$ cat config.mk
export PLATFORM = sky130hd
export DESIGN_NAME = hamming_sec_decoder_unit
export DESIGN_NICKNAME = d
export VERILOG_FILES = /design/src/design/hsd_pkg.sv /design/src/design/hsd_csr.sv /design/src/design/hsd_decode.sv /design/src/design/hamming_sec_decoder_unit.sv
export SDC_FILE = /design/constraint.sdc
export NUM_CORES = 1
export LEC_CHECK = 0
export BUFFER_PORTS_ARGS = -buffer_cell sky130_fd_sc_hd__buf_2
export CAP_MARGIN = 20
export CORE_ASPECT_RATIO = 0.8
export CORE_UTILIZATION = 28
export CTS_CLUSTER_SIZE = 40
export DETAILED_ROUTE_END_ITERATION = 7
export SYNTH_ARGS = -nofsm -noshare
export SYNTH_HDL_FRONTEND = slang
export SYNTH_HIERARCHICAL = 1
export SYNTH_SLANG_ARGS = --single-unit
$ cat constraint.sdc
create_clock -name clock -period 14.07 [get_ports clock]
set_input_delay 0.7035 -clock clock [delete_from_list [all_inputs] [get_ports clock]]
set_output_delay 0.7035 -clock clock [all_outputs]
set_load 0.01 [all_outputs]
$ cat src/design/hsd_pkg.sv
`default_nettype none
// ----------------------------------------------------------------------------
// hsd_pkg
// Shared types, widths and tables for the Hamming single-error decoder.
// ----------------------------------------------------------------------------
package hsd_pkg;

   localparam int CODE_W        = 63;
   localparam int DATA_W        = 57;
   localparam int SYN_W         = 6;
   localparam int LEN_W         = 7;
   localparam int DBITS_W       = 6;
   localparam int CBITS_W       = 3;
   localparam int CSR_IDX_W     = 1;
   localparam int CSR_DATA_W    = 6;
   localparam int REQ_TDATA_W   = 64;
   localparam int RSP_TDATA_W   = 72;
   localparam int MAX_CODE_BITS = 63;

   localparam logic [CSR_IDX_W-1:0] CSR_DATA_BITS  = 1'b0;
   localparam logic [CSR_IDX_W-1:0] CSR_CHECK_BITS = 1'b1;

   localparam logic [DBITS_W-1:0] DATA_BITS_RST  = 6'd57;
   localparam logic [CBITS_W-1:0] CHECK_BITS_RST = 3'd6;

   typedef logic [DATA_W-1:0][SYN_W-1:0] data_pos_type;

   typedef struct packed {
      logic [DBITS_W-1:0] data_bits;
      logic [CBITS_W-1:0] check_bits;
   } cfg_type;

   typedef struct packed {
      logic                 uncorrectable;
      logic [SYN_W-1:0]     syndrome;
      logic                 error_found;
      logic [DATA_W-1:0]    data_out;
   } result_type;

   // Bit index in the codeword of each data bit, lowest data bit first
   function automatic data_pos_type data_positions();
      data_pos_type pos;
      int           j;
      pos = '0;
      j   = 0;
      for (int p = 0; p < CODE_W; p++) begin
         if ((((p + 1) & p) != 0) && (j < DATA_W)) begin
            pos[j] = SYN_W'(p);
            j++;
         end
      end
      return pos;
   endfunction

   localparam data_pos_type DATA_POS = data_positions();

endpackage
`default_nettype wire

$ cat src/design/hsd_csr.sv
`default_nettype none
// ----------------------------------------------------------------------------
// hsd_csr
// Configuration registers: message length and parity bit count.
// ----------------------------------------------------------------------------
module hsd_csr (
   input  wire logic                            clock,
   input  wire logic                            reset,
   input  wire logic                            csr_we,
   input  wire logic [hsd_pkg::CSR_IDX_W-1:0]   csr_index,
   input  wire logic [hsd_pkg::CSR_DATA_W-1:0]  csr_wdata,
   output hsd_pkg::cfg_type                     cfg
);
   import hsd_pkg::*;

   logic [DBITS_W-1:0] data_bits_ff;
   logic [CBITS_W-1:0] check_bits_ff;

   always_ff @(posedge clock) begin
      if (reset) begin
         data_bits_ff  <= DATA_BITS_RST;
         check_bits_ff <= CHECK_BITS_RST;
      end else if (csr_we) begin
         case (csr_index)
            CSR_DATA_BITS: begin
               data_bits_ff <= csr_wdata[DBITS_W-1:0];
            end
            CSR_CHECK_BITS: begin
               check_bits_ff <= csr_wdata[CBITS_W-1:0];
            end
            default: begin
               data_bits_ff <= data_bits_ff;
            end
         endcase
      end
   end

   assign cfg.data_bits  = data_bits_ff;
   assign cfg.check_bits = check_bits_ff;

endmodule
`default_nettype wire

$ cat src/design/hsd_decode.sv
`default_nettype none
// ----------------------------------------------------------------------------
// hsd_decode
// Syndrome, single-bit correction and data extraction for one codeword.
// ----------------------------------------------------------------------------
module hsd_decode #(
   parameter int MAX_CODE_BITS = hsd_pkg::MAX_CODE_BITS
) (
   input  wire logic [hsd_pkg::CODE_W-1:0]  codeword,
   input  hsd_pkg::cfg_type                 cfg,
   output hsd_pkg::result_type              result
);
   import hsd_pkg::*;

   logic [LEN_W-1:0]  len_sum;
   logic [SYN_W-1:0]  len;
   logic [CODE_W-1:0] word;
   logic [CODE_W-1:0] fixed;
   logic [SYN_W-1:0]  syn;
   logic              err;
   logic              bad;
   logic [DATA_W-1:0] data;

   always_comb begin
      len_sum = LEN_W'(cfg.data_bits) + LEN_W'(cfg.check_bits);
      if (len_sum > LEN_W'(MAX_CODE_BITS)) begin
         len = SYN_W'(MAX_CODE_BITS);
      end else begin
         len = len_sum[SYN_W-1:0];
      end
   end

   always_comb begin
      syn = '0;
      for (int p = 0; p < CODE_W; p++) begin
         word[p] = codeword[p] & (SYN_W'(p) < len);
      end
      for (int p = 0; p < CODE_W; p++) begin
         for (int k = 0; k < SYN_W; k++) begin
            if (((p + 1) & (1 << k)) != 0) begin
               syn[k] = syn[k] ^ word[p];
            end
         end
      end
   end

   assign err = (syn != '0);
   assign bad = err && (syn > len);

   always_comb begin
      for (int p = 0; p < CODE_W; p++) begin
         fixed[p] = word[p] ^ (err && !bad && (syn == SYN_W'(p + 1)));
      end
   end

   always_comb begin
      for (int i = 0; i < DATA_W; i++) begin
         data[i] = fixed[DATA_POS[i]];
      end
   end

   assign result.data_out      = data;
   assign result.error_found   = err;
   assign result.syndrome      = syn;
   assign result.uncorrectable = bad;

endmodule
`default_nettype wire

$ cat src/design/hamming_sec_decoder_unit.sv
`default_nettype none
// ----------------------------------------------------------------------------
// hamming_sec_decoder_unit
// Hamming single-error-correcting decoder with stream ports.
// ----------------------------------------------------------------------------
// Channel   Dir  Content
// req_      in   tdata: codeword[62:0], zero pad [63]
// rsp_      out  tdata: data_out[56:0], error_found[57], syndrome[63:58],
//                       uncorrectable[64], zero pad [71:65]
// csr_      in   index 0: data_bits, index 1: check_bits
//
// One request per cycle while the result is not stalled; each accepted request
// passes through the input register, then the parity trees and correction mux,
// then the result register before it is offered.
// Synchronous reset empties both stages and loads the default length.
// A stalled result holds in the output register while one more request
// waits in the input register.
// ----------------------------------------------------------------------------
module hamming_sec_decoder_unit #(
   parameter int MAX_CODE_BITS = hsd_pkg::MAX_CODE_BITS
) (
   input  wire logic                              clock,
   input  wire logic                              reset,
   input  wire logic                              req_tvalid,
   output      logic                              req_tready,
   input  wire logic [hsd_pkg::REQ_TDATA_W-1:0]   req_tdata,  // codeword
   output      logic                              rsp_tvalid,
   input  wire logic                              rsp_tready,
   output      logic [hsd_pkg::RSP_TDATA_W-1:0]   rsp_tdata,  // data_out, error_found,
                                                              // syndrome, uncorrectable
   input  wire logic                              csr_we,
   input  wire logic [hsd_pkg::CSR_IDX_W-1:0]     csr_index,
   input  wire logic [hsd_pkg::CSR_DATA_W-1:0]    csr_wdata
);
   import hsd_pkg::*;

   cfg_type           cfg;
   result_type        result;
   logic              in_valid_ff;
   logic [CODE_W-1:0] codeword_ff;
   logic              out_valid_ff;
   result_type        result_ff;
   logic              out_free;
   logic              in_adv;

   hsd_csr u_csr (
      .clock     (clock),
      .reset     (reset),
      .csr_we    (csr_we),
      .csr_index (csr_index),
      .csr_wdata (csr_wdata),
      .cfg       (cfg)
   );

   hsd_decode #(
      .MAX_CODE_BITS (MAX_CODE_BITS)
   ) u_decode (
      .codeword (codeword_ff),
      .cfg      (cfg),
      .result   (result)
   );

   assign out_free   = !out_valid_ff || rsp_tready;
   assign in_adv     = !in_valid_ff || out_free;
   assign req_tready = in_adv;

   always_ff @(posedge clock) begin
      if (reset) begin
         in_valid_ff <= 1'b0;
      end else if (in_adv) begin
         in_valid_ff <= req_tvalid;
      end
   end

   always_ff @(posedge clock) begin
      if (in_adv && req_tvalid) begin
         codeword_ff <= req_tdata[CODE_W-1:0];
      end
   end

   always_ff @(posedge clock) begin
      if (reset) begin
         out_valid_ff <= 1'b0;
      end else if (out_free) begin
         out_valid_ff <= in_valid_ff;
      end
   end

   always_ff @(posedge clock) begin
      if (out_free && in_valid_ff) begin
         result_ff <= result;
      end
   end

   assign rsp_tvalid = out_valid_ff;
   assign rsp_tdata  = {(RSP_TDATA_W - $bits(result_type))'(0), result_ff};

endmodule
`default_nettype wire

==> summary.md, run 1 <==
| Metric | Value |
|---|---|
| Vias per cell | `5.03` |
| CP endpoint kind | `register` |
| Synth cell types | `104` |
| Logic gate share of total power | `64.5%` |
| Drt total wl | `30.9 mm` |
| Grt ovf | `0` |
| Fmax | `130 MHz` |
| Post-synth EDFFs | `128` |
| Antenna Violating Nets Remaining | `0` |
| Net load switching power | `1490 uW` |
| Reg2reg path depth | `22` |
| GR Util All Layers | `17.5%` |
| Actual slew at the worst max-slew pin | `1030 ps` |
| Slew HR | `31.2%` |
| Crit start category | `register` |
| RR Endpoint | `rsp_tdata[4]$_DFFE_PP_` |
| Drt drc | `0` |
| Reg power frac | `20.0%` |
| GR Util met3 | `5.87%` |
| Drt pass-1 iters | `5` |
| # diodes | `0` |
| Synthesis-to-finish area growth | `16.4%` |
| Die span in x | `211 um` |
| Switching share of power | `51.8%` |
| PwrDens | `252 nW/um2` |
| Clock Path Buffers | `2` |
| # IOs | `150` |
| Final hold viol count | `0` |
| Min Tclk post-route | `7700 ps` |
| Crit Path Category | `register to register` |
| Post-synth ARST share | `0%` |
| Busiest metal layer after global routing | `met1` |
| Fin crit share | `54.8%` |
| Initial antenna violation count | `0` |
| R2R Path Start | `u_csr/check_bits_ff[0]$_SDFFE_PP0P_` |
| CTS sink count | `139` |
| Fill cell count | `3,396` |
| Final Skew | `9.69 ps` |
| Largest net degree at the start of global routing | `66` |
| 1st-iter DRT viols | `714` |
| Routed len/inst | `21.5 um` |
| First-pass GRT wire length | `44.4 mm` |
| Vias | `7,249` |
| Row Count | `60` |
| Slew Viols, Final | `0` |
| Cell area after layout | `11,400 um2` |
| Syn avg cell area | `11.6 um2` |
| # hold bufs at CTS | `0` |
| Met2 Usage GRT | `23.1%` |
| Clock-pin slew on the worst setup and hold paths | `60 ps` |
| # port buffers | `141` |
| #FFs+latches synth | `139` |
| Die area | `35,700 um2` |
| Final Wtd Congestion | `0.941` |
| YS warnings | `6` |
| Setup TNS | `0 ps` |
| Worst VDD drop | `0.187 mV` |
| CTS tree | `done` |
| Final setup viols | `0` |
| H-tree Lvls | `4` |
| Mapped Area | `9790 um2` |
| Status | `finished, final reports clean` |
| Hold wc startpoint | `req_tdata[40]` |
| CTS Root Cell | `clkbuf_16` |
| Dpl cell area | `10,800 um2` |
| Met1 Use GR | `26.4%` |
| Int Power | `1380 uW` |
| Max-Cap Viols | `0` |
| Worst-Skew Late Latency | `440 ps` |
| Worst R2R Setup Slack | `6370 ps` |
| Layout net count | `1,047` |
| Share of cells above drive strength 1 | `30.2%` |
| Core Area | `34,000 um2` |
| Crit path max fanout | `22` |
| Vias in the first global route | `6,657` |
| RSZ-0062 raised after global routing | `no` |
| Die Span Y | `169 um` |
| CTS buffer count | `17` |
| Hpwl dp | `24.3 mm` |
| # Post-CTS Setup Buffers | `0` |
| Synthesized instance count | `845` |
| Clock power share | `15.5%` |
| WHS Path Cells | `1` |
| # resized after CTS | `0` |
| Critical Path RT | `14,240 ps` |
| Ys flop type | `edfxtp_1` |
| Critical Path AT | `7870 ps` |
| WHS Endpoint | `codeword_ff[40]$_DFFE_PP_` |
| Pleak | `0.00419 uW` |
| Initial Util | `28.8%` |
| Register area share after synthesis | `41.5%` |
| Worst min-delay path category | `input port to register` |
-- cell usage after synthesis, types with 4 or more instances --
cell type	count	area (um2)
edfxtp_1	128	3840
xnor2_1	78	683
nor2_1	50	188
xor2_1	50	438
nand2_1	40	150
o21ai_0	35	175
nor4_2	30	375
a21oi_1	28	140
nor4b_2	25	375
o211ai_1	22	165
buf_2	20	100
nand3_1	18	90.1
buf_4	16	120
inv_1	16	60.1
mux2i_1	16	160
o21ai_1	15	75.1
and3_1	14	87.6
nand2b_1	14	87.6
xnor3_1	14	315
o21ai_2	13	114
dfxtp_1	11	220
a211oi_1	8	60.1
and2_1	8	50.1
o21a_1	8	60.1
buf_6	7	78.8
ha_1	7	87.6
a21o_1	6	45.0
and3b_1	6	52.6
clkbuf_1	6	22.5
nand4_1	6	37.5
nor2b_1	5	31.3
o211a_1	5	50.1
o22ai_1	5	31.3
o31ai_1	5	37.5
or2_2	5	31.3
or3_1	5	31.3
a21oi_2	4	35.0
nor3_1	4	20.0
o2111ai_1	4	35.0
-- critical path, stage by stage (launching register included) --
cell     delay (ps)
dfxtp_1         330
ha_1            280
fa_1            570
and2_1          320
a22oi_4         460
inv_4           150
o21ai_2         310
a21oi_2         190
nor2_1          380
xnor2_1         180
xnor3_2         460
xnor3_1         410
xnor3_4         590
xor2_1          360
inv_1            90
ha_1            280
and3_1          270
a21oi_1          70
maj3_2          310
and3_1          280
buf_4           290
nor4b_2         690
xnor2_1         140
-- power groups by stage --
stage	Combinational, uW	Sequential (uW)	Clock [uW]
after detailed placement	1820	582	0
after floorplan	1450	593	0
after global placement	1810	582	0
after CTS	1840	574	458
after global routing	1970	578	474
final	1850	573	445
-- worst max-delay path by stage --
stage,start,endpoint,slack [ps],cells after the start
finish,u_csr/check_bits_ff[0]$_SDFFE_PP0P_,rsp_tdata[4]$_DFFE_PP_,6370,22
global route,u_csr/check_bits_ff[0]$_SDFFE_PP0P_,rsp_tdata[4]$_DFFE_PP_,6110,22
CTS,u_csr/check_bits_ff[0]$_SDFFE_PP0P_,rsp_tdata[4]$_DFFE_PP_,6580,22
detailed placement,u_csr/check_bits_ff[0]$_SDFFE_PP0P_,rsp_tdata[4]$_DFFE_PP_,6620,22
global placement,u_csr/check_bits_ff[0]$_SDFFE_PP0P_,rsp_tdata[4]$_DFFE_PP_,6670,22
floorplan,u_csr/check_bits_ff[0]$_SDFFE_PP0P_,rsp_tdata[13]$_DFFE_PP_,8320,25
-- through the flow --
step | power (uW) | util [%] | hold WS [ps] | worst slack (ps) | instances
after floorplan | 2050 | - | 442 | 8320 | 851
after global placement | 2390 | 31.8 | 459 | 6670 | 1409
after detailed placement | 2410 | 31.8 | 461 | 6620 | 1409
after CTS | 2870 | 33.5 | 397 | 6580 | 1441
after global routing | 3020 | 33.5 | 402 | 6110 | 1441
final | 2870 | 33.5 | 431 | 6370 | 1441
-- per-layer routing --
metal,vias to the layer above,share of wire [%]
met4,0,1.2
met2,322,40
met5,-,0
met3,21,9.7
met1,3503,49
li1,3403,-
-- layout by cell type (no fill, tap or decap), types with 4 or more instances in the layout --
cell	instances
o22ai_1	5
o21ai_0	35
and3_1	14
or2_2	5
buf_4	4
nand2b_1	14
nor2b_1	5
buf_2	141
a211oi_1	8
nand2_1	40
inv_1	16
nor2_1	50
clkbuf_16	17
a21o_1	6
o21a_1	8
clkinvlp_4	4
xnor3_1	14
nand4_1	6
mux2i_1	16
ha_1	7
nand3_1	18
nor4_2	30
and2_1	8
edfxtp_1	128
or3_1	5
dfxtp_1	11
o2111ai_1	4
o21ai_1	15
xor2_1	50
o211a_1	5
a21oi_1	28
nor3_1	4
nor4b_2	25
o21ai_2	13
conb_1	7
a21oi_2	4
and3b_1	6
o31ai_1	5
xnor2_1	78
o211ai_1	22
-- sequential cells by signal (all words and copies together), names as in the netlist --
signal,flops
codeword_ff,63
rsp_tdata,65
u_csr/check_bits_ff,3
in_valid_ff,1
u_csr/data_bits_ff,6
rsp_tvalid,1
-- kinds of logic after synthesis --
logic type      after synthesis  synth area share [%]
flops                       139                  41.5
other cells                   1                0.0383
fa+ha+maj                     9                  1.21
buf+inv                      71                  4.17
mux                          20                  2.12
xor+xnor                    150                  16.5
simple gates                258                  19.4
compound gates              197                  15.0
-- area by class of cell --
class	count	area, um2	share of cell area (%)
clock buffers	19	433	3.80
clock inverters	13	151	1.33
inverters	19	73.8	0.648
multi-input cells	641	5350	47.0
flip-flops and latches	139	4060	35.7
well taps	465	582	5.11
repair buffers	145	736	6.46
No activity file was read; power rests on OpenSTA's default activity.
==> run 2: changes to the inputs <==
Clock period 14.07 ns to 7.8 ns, I/O delays scaled along.
==> summary.md, run 2 (synthesis results as in run 1) <==
| Metric | Value |
|---|---|
| Clock Path Buffers | `2` |
| PwrDens | `467 nW/um2` |
| Row Count | `60` |
| Setup TNS | `0 ps` |
| CTS tree | `done` |
| Switching share of power | `50.9%` |
| Status | `finished, final reports clean` |
| Critical Path RT | `7970 ps` |
| CTS sink count | `139` |
| Fmax | `136 MHz` |
| Drt pass-1 iters | `6` |
| Die area | `35,700 um2` |
| Slew HR | `37.8%` |
| Core Area | `34,000 um2` |
| Grt ovf | `0` |
| Net load switching power | `2740 uW` |
| GR Util All Layers | `17.9%` |
| Die Span Y | `169 um` |
| Slew Viols, Final | `0` |
| CP endpoint kind | `register` |
| # port buffers | `141` |
| Dpl cell area | `10,900 um2` |
| Logic gate share of total power | `65.8%` |
| Reg2reg path depth | `21` |
| Final Wtd Congestion | `0.966` |
| Die span in x | `211 um` |
| # IOs | `150` |
| Vias | `7,248` |
| # hold bufs at CTS | `0` |
| Actual slew at the worst max-slew pin | `923 ps` |
| Clock power share | `15.0%` |
| Int Power | `2640 uW` |
| Worst VDD drop | `0.443 mV` |
| Min Tclk post-route | `7370 ps` |
| Largest net degree at the start of global routing | `66` |
| Hpwl dp | `25.0 mm` |
| Vias in the first global route | `6,942` |
| Cell area after layout | `11,500 um2` |
| Worst R2R Setup Slack | `430 ps` |
| Antenna Violating Nets Remaining | `0` |
| H-tree Lvls | `4` |
| Critical Path Stages | `21` |
| # diodes | `0` |
| Pleak | `0.00428 uW` |
| Crit path max-delay cell type | `nor4b_2` |
| Max incr delay on CP | `660 ps` |
| Vias per cell | `4.98` |
| Reg power frac | `19.2%` |
| WP buf/inv | `2` |
| Crit start category | `register` |
| Crit path max fanout | `12` |
| Final hold viol count | `0` |
| Crit Path Category | `register to register` |
| Max reg flops | `65` |
| Commonest non-fill, non-tap cells in the layout | `141 x buf_2, 128 x edfxtp_1, 78 x xnor2_1` |
| # resized after CTS | `0` |
| Routed len/inst | `21.5 um` |
| Most common cell after layout, fill and taps aside | `buf_2` |
| Initial antenna violation count | `0` |
| RSZ-0062 raised after global routing | `no` |
| Cell Chain, Critical Path | `ha_1 -> fa_1 -> and2_1 -> a22oi_4 -> inv_4 -> o21ai_2 -> a21oi_2 -> nor2_1 -> xnor2_1 -> xnor3_2 -> xnor3_1 -> xnor3_4 -> xor2_1 -> inv_1 -> ha_1 -> and3_1 -> a21oi_1 -> maj3_2 -> and3_1 -> nor4b_2 -> xnor2_1` |
| Max-Cap Viols | `0` |
| Worst min-delay path category | `input port to register` |
| WHS Path Cells | `1` |
| 1st-iter DRT viols | `758` |
| # Post-CTS Setup Buffers | `0` |
| Share of cells above drive strength 1 | `31.3%` |
| Initial Util | `28.8%` |
| Kind of cell adding the most delay to the critical path | `XOR/XNOR gates` |
| Final Skew | `6.43 ps` |
| Layout net count | `1,062` |
| Fin crit share | `94.5%` |
| Critical Path AT | `7550 ps` |
| CTS Root Cell | `clkbuf_16` |
| Final setup viols | `0` |
| Synthesis-to-finish area growth | `17.8%` |
| Drt drc | `0` |
| First-pass GRT wire length | `45.9 mm` |
| Drt total wl | `31.4 mm` |
| Worst-Skew Late Latency | `440 ps` |
| Clock-pin slew on the worst setup and hold paths | `60 ps` |
| CTS buffer count | `17` |
## run 2: cell types whose count changed in the layout (fill, tap and decap cells not counted)
cell and delta:
buf_4 +13, inv_6 +1, clkinv_2 +1, buf_12 +2, clkinvlp_4 -2
## run 2: metrics by stage
stage                     std cells  hold WS, ps  util, %  power (uW)  setup WS (ps)
final                          1456          116     33.9        5380            427
after global routing           1456         92.3     33.9        5660           50.8
after CTS                      1456         86.8     33.9        5350            563
after detailed placement       1424          464     32.2        4530            624
after global placement         1424          461     32.2        4480            697
after floorplan                 851          442        -        3690           2050
## run 2: area by class of cell
cell class              instances  area, um2
flip-flops and latches        139       4060
fillers                      3420      22500
inverters                      19       73.8
clock inverters                13        150
well taps                     465        582
clock buffers                  19        433
repair buffers                160        873
multi-input cells             641       5350
## run 2: power groups by stage
stage	Combinational [uW]	Sequential, uW	Clock, uW
global placement	3440	1050	0
global route	3760	1040	856
detailed placement	3480	1050	0
CTS	3490	1030	828
floorplan	2620	1070	0
finish	3540	1030	806
## run 2: layer usage
| layer | global-route usage (%) | share of wire [%] | vias up |
|---|---|---|---|
| li1 | - | - | 3430 |
| met1 | 26.3 | 49 | 3478 |
| met5 | 0 | 0 | - |
| met2 | 24.4 | 40 | 307 |
| met4 | 4.38 | 1.3 | 0 |
| met3 | 6.31 | 9.8 | 33 |
## run 2: path summary, 6_finish.rpt
check,from,to
max,u_csr/check_bits_ff[0]$_SDFFE_PP0P_,rsp_tdata[4]$_DFFE_PP_
min,req_tdata[21],codeword_ff[21]$_DFFE_PP_
max reg2reg,u_csr/check_bits_ff[0]$_SDFFE_PP0P_,rsp_tdata[4]$_DFFE_PP_
min reg2reg,u_csr/data_bits_ff[2]$_SDFFE_PP0P_,u_csr/data_bits_ff[2]$_SDFFE_PP0P_
